$ cat config.mk
export PLATFORM = sky130hd
export DESIGN_NAME = wrt_front_flat
export DESIGN_NICKNAME = d
export VERILOG_FILES = /design/src/rtl/wrt_pkg.sv /design/src/rtl/wrt_if.sv /design/src/rtl/wrt_front.sv /design/src/flat_wrapper.sv
export SDC_FILE = /design/constraint.sdc
export NUM_CORES = 1
export LEC_CHECK = 0
export BUFFER_PORTS_ARGS = -buffer_cell sky130_fd_sc_hd__buf_2
export CORE_MARGIN = 1
export CORE_UTILIZATION = 25
export CTS_CLUSTER_DIAMETER = 200
export CTS_CLUSTER_SIZE = 20
export DETAILED_ROUTE_END_ITERATION = 7
export HOLD_SLACK_MARGIN = 0.03
export SKIP_CTS_REPAIR_TIMING = 1
export SLEW_MARGIN = 20
export SYNTH_ARGS = -nofsm -noshare
export SYNTH_HDL_FRONTEND = slang
export SYNTH_SLANG_ARGS = --single-unit
$ cat constraint.sdc
create_clock -name clk -period 9.95 [get_ports clk]
set_input_delay 1.99 -clock clk [delete_from_list [all_inputs] [get_ports clk]]
set_output_delay 1.99 -clock clk [all_outputs]
set_load 0.02 [all_outputs]
$ cat src/rtl/wrt_pkg.sv
`timescale 1ns / 1ps
`default_nettype none
package wrt_pkg;
	localparam int MaxSegments = 64;
	localparam int AddrBits = 32;
	localparam int IdxBits = $clog2(MaxSegments);
	localparam int CntBits = $clog2(MaxSegments + 1);
	localparam int ScrDepth = 2 * MaxSegments + 4;
	localparam int ScrBits = $clog2(ScrDepth + 1);
	localparam int ScrIdxBits = $clog2(ScrDepth);

	typedef logic [AddrBits-1:0] addr_t;
	typedef logic [1:0] flags_t;

	localparam logic [1:0] ACT_ADD = 2'd0;
	localparam logic [1:0] ACT_REMOVE = 2'd1;
	localparam logic [1:0] ACT_QUERY = 2'd2;

	// classified command handed from front to back
	typedef struct packed {
		logic [1:0] action;
		logic active;
		addr_t rs;
		addr_t re;
		flags_t q;
	} cmd_t;

	typedef struct packed {
		logic [6:0] hit_count;
		logic table_full;
		logic [6:0] segments_used;
	} res_t;

	typedef enum logic [2:0] {
		ST_IDLE, ST_READ, ST_PIECE, ST_TAIL, ST_COPY, ST_DONE
	} bstate_t;
endpackage
`default_nettype wire

$ cat src/rtl/wrt_if.sv
`timescale 1ns / 1ps
`default_nettype none
interface wrt_in_if;
	logic valid;
	logic ready;
	logic [1:0] action;
	logic [31:0] start_address;
	logic [31:0] range_length;
	logic [1:0] watch_flags;
	modport source(output valid, action, start_address, range_length, watch_flags,
		input ready);
	modport sink(input valid, action, start_address, range_length, watch_flags,
		output ready);
endinterface

`default_nettype wire

$ cat src/rtl/wrt_front.sv
`timescale 1ns / 1ps
`default_nettype none
module wrt_front (
	input wire logic clk,
	input wire logic arst_n,
	wrt_in_if.sink in_ch,
	output wrt_pkg::cmd_t cmd,
	output logic cmd_valid,
	input wire logic cmd_ready
);
	import wrt_pkg::*;
	// two-entry queue
	cmd_t q_mem_q [2];
	logic wp_q, rp_q;
	logic [1:0] cnt_q;
	cmd_t c;
	logic [AddrBits:0] sum;
	addr_t amask;

	always_comb begin
		amask = '1;
		sum = {1'b0, in_ch.start_address[AddrBits-1:0]}
			+ {1'b0, in_ch.range_length[AddrBits-1:0]};
		c.action = in_ch.action;
		c.rs = in_ch.start_address[AddrBits-1:0];
		c.q = in_ch.watch_flags;
		// saturate end below the top byte
		c.re = (sum >= {1'b0, amask}) ? amask : sum[AddrBits-1:0];
		c.active = (c.re > c.rs) && (c.q != 2'b00) && (in_ch.action != 2'd3);
	end

	assign in_ch.ready = (cnt_q != 2'd2);
	assign cmd_valid = (cnt_q != 2'd0);
	assign cmd = q_mem_q[rp_q];

	always_ff @(posedge clk) begin
		if (in_ch.valid && in_ch.ready) q_mem_q[wp_q] <= c;
	end

	always_ff @(posedge clk or negedge arst_n) begin
		if (!arst_n) begin
			wp_q <= 1'b0;
			rp_q <= 1'b0;
			cnt_q <= 2'd0;
		end else begin
			if (in_ch.valid && in_ch.ready) wp_q <= ~wp_q;
			if (cmd_valid && cmd_ready) rp_q <= ~rp_q;
			cnt_q <= cnt_q + {1'b0, in_ch.valid && in_ch.ready}
				- {1'b0, cmd_valid && cmd_ready};
		end
	end

	assert property (@(posedge clk) disable iff (!arst_n) cnt_q != 2'd3)
		else $error("queue count out of range");
	assert property (@(posedge clk) disable iff (!arst_n)
		(cnt_q == 2'd2 && !(cmd_valid && cmd_ready)) |=> cnt_q == 2'd2)
		else $error("full queue drained without transaction");
	assert property (@(posedge clk) disable iff (!arst_n)
		(cnt_q == 2'd0) |=> !(cmd_valid && cmd_ready) || $past(in_ch.valid))
		else $error("empty queue popped");
endmodule
`default_nettype wire

$ cat src/flat_wrapper.sv
// flat-port wrapper written by rule: the top's interface ports become plain ports
module wrt_front_flat import wrt_pkg::*;
  (clk, arst_n, cmd, cmd_valid, cmd_ready, in_ch_valid, in_ch_action, in_ch_start_address, in_ch_range_length, in_ch_watch_flags, in_ch_ready);
  wrt_in_if in_ch_i ();
  input wire logic clk;
  input wire logic arst_n;
  output wrt_pkg::cmd_t cmd;
  output logic cmd_valid;
  input wire logic cmd_ready;
  input wire logic [$bits(in_ch_i.valid)-1:0] in_ch_valid;
  input wire logic [$bits(in_ch_i.action)-1:0] in_ch_action;
  input wire logic [$bits(in_ch_i.start_address)-1:0] in_ch_start_address;
  input wire logic [$bits(in_ch_i.range_length)-1:0] in_ch_range_length;
  input wire logic [$bits(in_ch_i.watch_flags)-1:0] in_ch_watch_flags;
  output wire logic [$bits(in_ch_i.ready)-1:0] in_ch_ready;
  assign in_ch_i.valid = in_ch_valid;
  assign in_ch_i.action = in_ch_action;
  assign in_ch_i.start_address = in_ch_start_address;
  assign in_ch_i.range_length = in_ch_range_length;
  assign in_ch_i.watch_flags = in_ch_watch_flags;
  assign in_ch_ready = in_ch_i.ready;
  wrt_front u_core (.clk(clk), .arst_n(arst_n), .in_ch(in_ch_i), .cmd(cmd), .cmd_valid(cmd_valid), .cmd_ready(cmd_ready));
endmodule
==> metrics.txt <==
# TYPE chip_impl_metric gauge
chip_impl_info{name="criticalPathCategory",value="in2reg"} 1
chip_impl_metric{name="synth.yosys.warnings",unit=""} 0
chip_impl_metric{name="finalHoldViolCount",unit=""} 0
chip_impl_info{name="timing.critical_path.from_type",value="input pin"} 1
chip_impl_metric{name="power_frac_clock",unit=""} 0.256
chip_impl_info{name="timing.hold.worst.class",value="reg2reg"} 1
chip_impl_metric{name="layout_worst_path_cycle_share",unit=""} 0.599
chip_impl_metric{name="synth_adder_area_share",unit=""} 0.106
chip_impl_metric{name="yosys-mux-area-fraction",unit=""} 0.0976
chip_impl_metric{name="synthesis.instances",unit=""} 629
chip_impl_info{name="status",value="completed"} 1
chip_impl_metric{name="port_buffers",unit=""} 142
chip_impl_metric{name="cp.arrival",unit="ns"} 6.12
chip_impl_metric{name="via_count",unit=""} 5364
chip_impl_info{name="tritoncts_clock_tree",value="yes"} 1
chip_impl_metric{name="crit_fanout",unit=""} 32
chip_impl_metric{name="p_per_area",unit="nW/um^2"} 248
chip_impl_metric{name="finalNetCount",unit=""} 910
chip_impl_metric{name="gr-usage-all-layers",unit=""} 0.127
chip_impl_metric{name="synth_top_area_share",unit=""} 0.520
chip_impl_info{name="synth.area.top_cells",value="sky130_fd_sc_hd__edfxtp_1, sky130_fd_sc_hd__ha_1, sky130_fd_sc_hd__mux2_2"} 1
chip_impl_metric{name="dp_cells",unit=""} 1147
chip_impl_metric{name="floorplan.initialDensity",unit=""} 0.257
chip_impl_metric{name="endpoint_required_time_on_the_critical_path",unit="ns"} 10.11
chip_impl_metric{name="tritoncts_num_sinks",unit=""} 142
chip_impl_metric{name="dp_hpwl",unit="mm"} 14.5
chip_impl_metric{name="ant_nets",unit=""} 0
chip_impl_metric{name="wl_per_cell",unit="um"} 17.0
chip_impl_metric{name="placed_cell_area",unit="um^2"} 9090
chip_impl_metric{name="synth_fp_nets",unit=""} 768
chip_impl_metric{name="static-leakage-power",unit="nW"} 3.91
chip_impl_metric{name="detail_route.first_pass.iterations",unit=""} 5
chip_impl_metric{name="gpl_wtd_cong",unit=""} 0.826
chip_impl_metric{name="setup-tns-final",unit="ns"} 0
chip_impl_metric{name="cts_htree_levels",unit=""} 4
chip_impl_metric{name="die-area",unit="um^2"} 32600
chip_impl_info{name="synth_top_family_by_area",value="compound AO/OA/AOI/OAI gates"} 1
chip_impl_metric{name="syn_to_final_growth",unit="%"} 21.6
chip_impl_metric{name="period_minus_slack",unit="ns"} 5.96
chip_impl_metric{name="initialDrtViolationCount",unit=""} 261
chip_impl_metric{name="drv_slew",unit=""} 0
chip_impl_metric{name="drc",unit=""} 0
chip_impl_metric{name="mappedNetlistArea",unit="um^2"} 7960
chip_impl_metric{name="worst_setup_hold_path_clk_slew",unit="ns"} 0.06
chip_impl_metric{name="synth_sequential_area_ratio",unit=""} 0.533
chip_impl_metric{name="antenna_cells_inserted",unit=""} 0
chip_impl_metric{name="power_switching",unit="mW"} 0.870
chip_impl_metric{name="fp.dieH",unit="um"} 180
chip_impl_metric{name="clock_skew",unit="ns"} 0.00833
chip_impl_metric{name="postSynthRegisterBits",unit=""} 142
chip_impl_info{name="root_buffer",value="sky130_fd_sc_hd__clkbuf_16"} 1
chip_impl_metric{name="grt_overflow",unit=""} 0
chip_impl_info{name="synth_ff_type",value="sky130_fd_sc_hd__edfxtp_1"} 1
chip_impl_info{name="setup.worst_path.end_class",value="flip-flop"} 1
chip_impl_metric{name="post_route_cells_drive_above_1_share",unit=""} 0.330
chip_impl_metric{name="synth_compound_area_frac",unit=""} 0.117
chip_impl_metric{name="swShare",unit=""} 0.362
chip_impl_metric{name="coreArea",unit="um^2"} 31000
chip_impl_info{name="synth_area_leader_cell",value="sky130_fd_sc_hd__edfxtp_1"} 1
chip_impl_metric{name="post_synth_and_or_nand_nor_area_fraction",unit=""} 0.0856
chip_impl_metric{name="std_cell_rows",unit=""} 64
chip_impl_metric{name="power.ir.vdd_worst",unit="V"} 0.000122
chip_impl_metric{name="max_freq",unit="MHz"} 168
chip_impl_metric{name="clock_latency",unit="ns"} 0.43
chip_impl_metric{name="viasPerCell",unit=""} 4.55
chip_impl_metric{name="final-setup-viol-count",unit=""} 0
chip_impl_metric{name="die_wd",unit="um"} 180
chip_impl_metric{name="number_of_buffers_added_by_the_clock_tree_synthesis_step",unit=""} 17
chip_impl_metric{name="yosysUniqueCellTypes",unit=""} 62
chip_impl_metric{name="fin_util",unit=""} 0.312
chip_impl_metric{name="cts_buffer_depth",unit=""} 2
chip_impl_metric{name="finish.instance_area",unit="um^2"} 9680
chip_impl_info{name="grt_setup_unrepaired",value="false"} 1
chip_impl_metric{name="post_synth_edffs",unit=""} 138
chip_impl_metric{name="grt_first_pass_wirelength",unit="mm"} 30.9
chip_impl_metric{name="power.internal",unit="mW"} 1.53
chip_impl_metric{name="floorplan.io_pins",unit=""} 143
chip_impl_metric{name="yosys.area_share.xor_xnor",unit=""} 0.0297
chip_impl_metric{name="antenna_found_initial",unit=""} 1
chip_impl_metric{name="drt_wl_total",unit="mm"} 20.0
chip_impl_metric{name="grt_start_max_net_pins",unit=""} 71
chip_impl_metric{name="comb_power_share",unit=""} 0.358
chip_impl_metric{name="grt_pass1_vias",unit=""} 5461
chip_impl_metric{name="synth-async-reset-ratio",unit=""} 0.0282
chip_impl_metric{name="tightest_slew",unit="ns"} 1.05
chip_impl_metric{name="fin_cells",unit=""} 1180
chip_impl_metric{name="cap_violations",unit=""} 0
chip_impl_metric{name="p_seq_frac",unit=""} 0.386
chip_impl_metric{name="avgSynthCellArea",unit="um^2"} 12.7
chip_impl_metric{name="worst_slew_margin_rel",unit=""} 0.302
==> power by group through the flow <==
stage / combinational (mW) / clock [mW] / sequential [mW]
floorplan: 0.643 / 0 / 0.879
global placement: 0.860 / 0 / 0.941
detailed placement: 0.862 / 0 / 0.947
CTS: 0.867 / 0.637 / 0.935
global route: 0.939 / 0.661 / 0.948
finish: 0.861 / 0.616 / 0.927
==> layer usage <==
layer	vias up	track usage	routed length (um)
li1	2666	-	-
met1	2537	0.158	9280
met2	141	0.210	9390
met3	20	0.0313	969
met4	0	0.0516	399
met5	-	0	0
==> synth_stat cells, types with 2 or more instances <==
cell / count
sky130_fd_sc_hd__a211oi_1: 2
sky130_fd_sc_hd__a21o_1: 25
sky130_fd_sc_hd__a21oi_1: 29
sky130_fd_sc_hd__a21oi_2: 3
sky130_fd_sc_hd__a311oi_1: 2
sky130_fd_sc_hd__a31oi_1: 8
sky130_fd_sc_hd__and2_1: 6
sky130_fd_sc_hd__and3_1: 9
sky130_fd_sc_hd__and3b_1: 3
sky130_fd_sc_hd__and4_1: 2
sky130_fd_sc_hd__buf_2: 4
sky130_fd_sc_hd__buf_6: 2
sky130_fd_sc_hd__clkbuf_1: 13
sky130_fd_sc_hd__clkbuf_2: 2
sky130_fd_sc_hd__dfrtp_1: 4
sky130_fd_sc_hd__edfxtp_1: 138
sky130_fd_sc_hd__ha_1: 66
sky130_fd_sc_hd__inv_1: 38
sky130_fd_sc_hd__mux2_2: 69
sky130_fd_sc_hd__nand2_1: 45
sky130_fd_sc_hd__nand2b_1: 4
sky130_fd_sc_hd__nand3_1: 9
sky130_fd_sc_hd__nand4_1: 13
sky130_fd_sc_hd__nor2_1: 22
sky130_fd_sc_hd__nor2b_1: 7
sky130_fd_sc_hd__nor3_1: 9
sky130_fd_sc_hd__nor3b_1: 2
sky130_fd_sc_hd__o211ai_1: 5
sky130_fd_sc_hd__o21a_1: 8
sky130_fd_sc_hd__o21ai_0: 11
sky130_fd_sc_hd__o21ai_1: 7
sky130_fd_sc_hd__o21bai_1: 4
sky130_fd_sc_hd__o31ai_4: 2
sky130_fd_sc_hd__o41ai_1: 2
sky130_fd_sc_hd__or2_2: 2
sky130_fd_sc_hd__xnor2_1: 14
sky130_fd_sc_hd__xor2_1: 13
==> sequential cells by signal, summed over array words and instances, names as in the netlist <==
signal,flops
u_core.cnt_q,2
u_core.q_mem_q,138
u_core.rp_q,1
u_core.wp_q,1
==> cell usage in the layout, fill, tap and decap left out, drive strengths merged, types with 14 or more instances in the layout <==
cell	instances
ha	66
buf	145
a21o	25
inv	43
nor2	22
edfxtp	138
clkbuf	17
nand2	45
o21ai	18
xnor2	14
mux2	69
a21oi	32
==> critical path, stage by stage <==
cell and delay (ns):
sky130_fd_sc_hd__buf_2 0.13, sky130_fd_sc_hd__ha_1 0.17, sky130_fd_sc_hd__inv_1 0.05, sky130_fd_sc_hd__fa_1 0.38, sky130_fd_sc_hd__nor2b_1 0.22, sky130_fd_sc_hd__o21bai_1 0.14, sky130_fd_sc_hd__a21oi_2 0.32, sky130_fd_sc_hd__o21ai_1 0.17
sky130_fd_sc_hd__a21oi_2 0.26, sky130_fd_sc_hd__o31ai_4 0.11, sky130_fd_sc_hd__o2bb2ai_2 0.12, sky130_fd_sc_hd__buf_4 0.23, sky130_fd_sc_hd__nand2_1 0.15, sky130_fd_sc_hd__ha_1 0.24, sky130_fd_sc_hd__nor2b_1 0.13, sky130_fd_sc_hd__o21a_1 0.16
sky130_fd_sc_hd__o21a_1 0.16, sky130_fd_sc_hd__o21a_1 0.16, sky130_fd_sc_hd__o21a_1 0.17, sky130_fd_sc_hd__o21a_1 0.17, sky130_fd_sc_hd__o41ai_1 0.31, sky130_fd_sc_hd__a31oi_1 0.15
==> per-stage QoR <==
step	power, mW	hold WS [ns]	setup WS [ns]
after global routing	2.55	0.534	3.60
after detailed placement	1.81	0.492	3.52
after CTS	2.44	0.503	3.98
final	2.40	0.498	3.99
after floorplan	1.52	0.459	4.32
after global placement	1.80	0.480	3.63
==> final timing paths <==
path	from	cells past startpoint	end	slack (ns)
max in group asynchronous	arst_n	1	u_core.rp_q	8.45
setup reg to reg	u_core.cnt_q[1]	4	u_core.q_mem_q[0][49]	8.02
min in group asynchronous	arst_n	1	u_core.wp_q	1.35
hold reg to reg	u_core.cnt_q[1]	1	u_core.cnt_q[1]	0.50
hold / removal	u_core.cnt_q[1]	1	u_core.cnt_q[1]	0.50
setup / recovery	in_ch_start_address[0]	22	u_core.q_mem_q[0][66]	3.99
==> cell type report <==
type,count,area (um^2)
Multi-Input combinational cell,427,3480
Clock inverter,15,135
Inverter,38,143
Fill cell,3153,21300
Tap cell,396,495
Timing Repair Buffer,145,753
Sequential cell,142,4250
Clock buffer,17,425
==> cell families after synthesis <==
logic type / after synthesis
muxes: 69
AOI/OAI and AO/OA: 128
xor gates and xnor gates: 27
and+or+nand+nor: 136
buffers and inverters: 60
adders and majority gates: 67
DFF: 142
No activity file was read; power rests on OpenSTA's default activity.
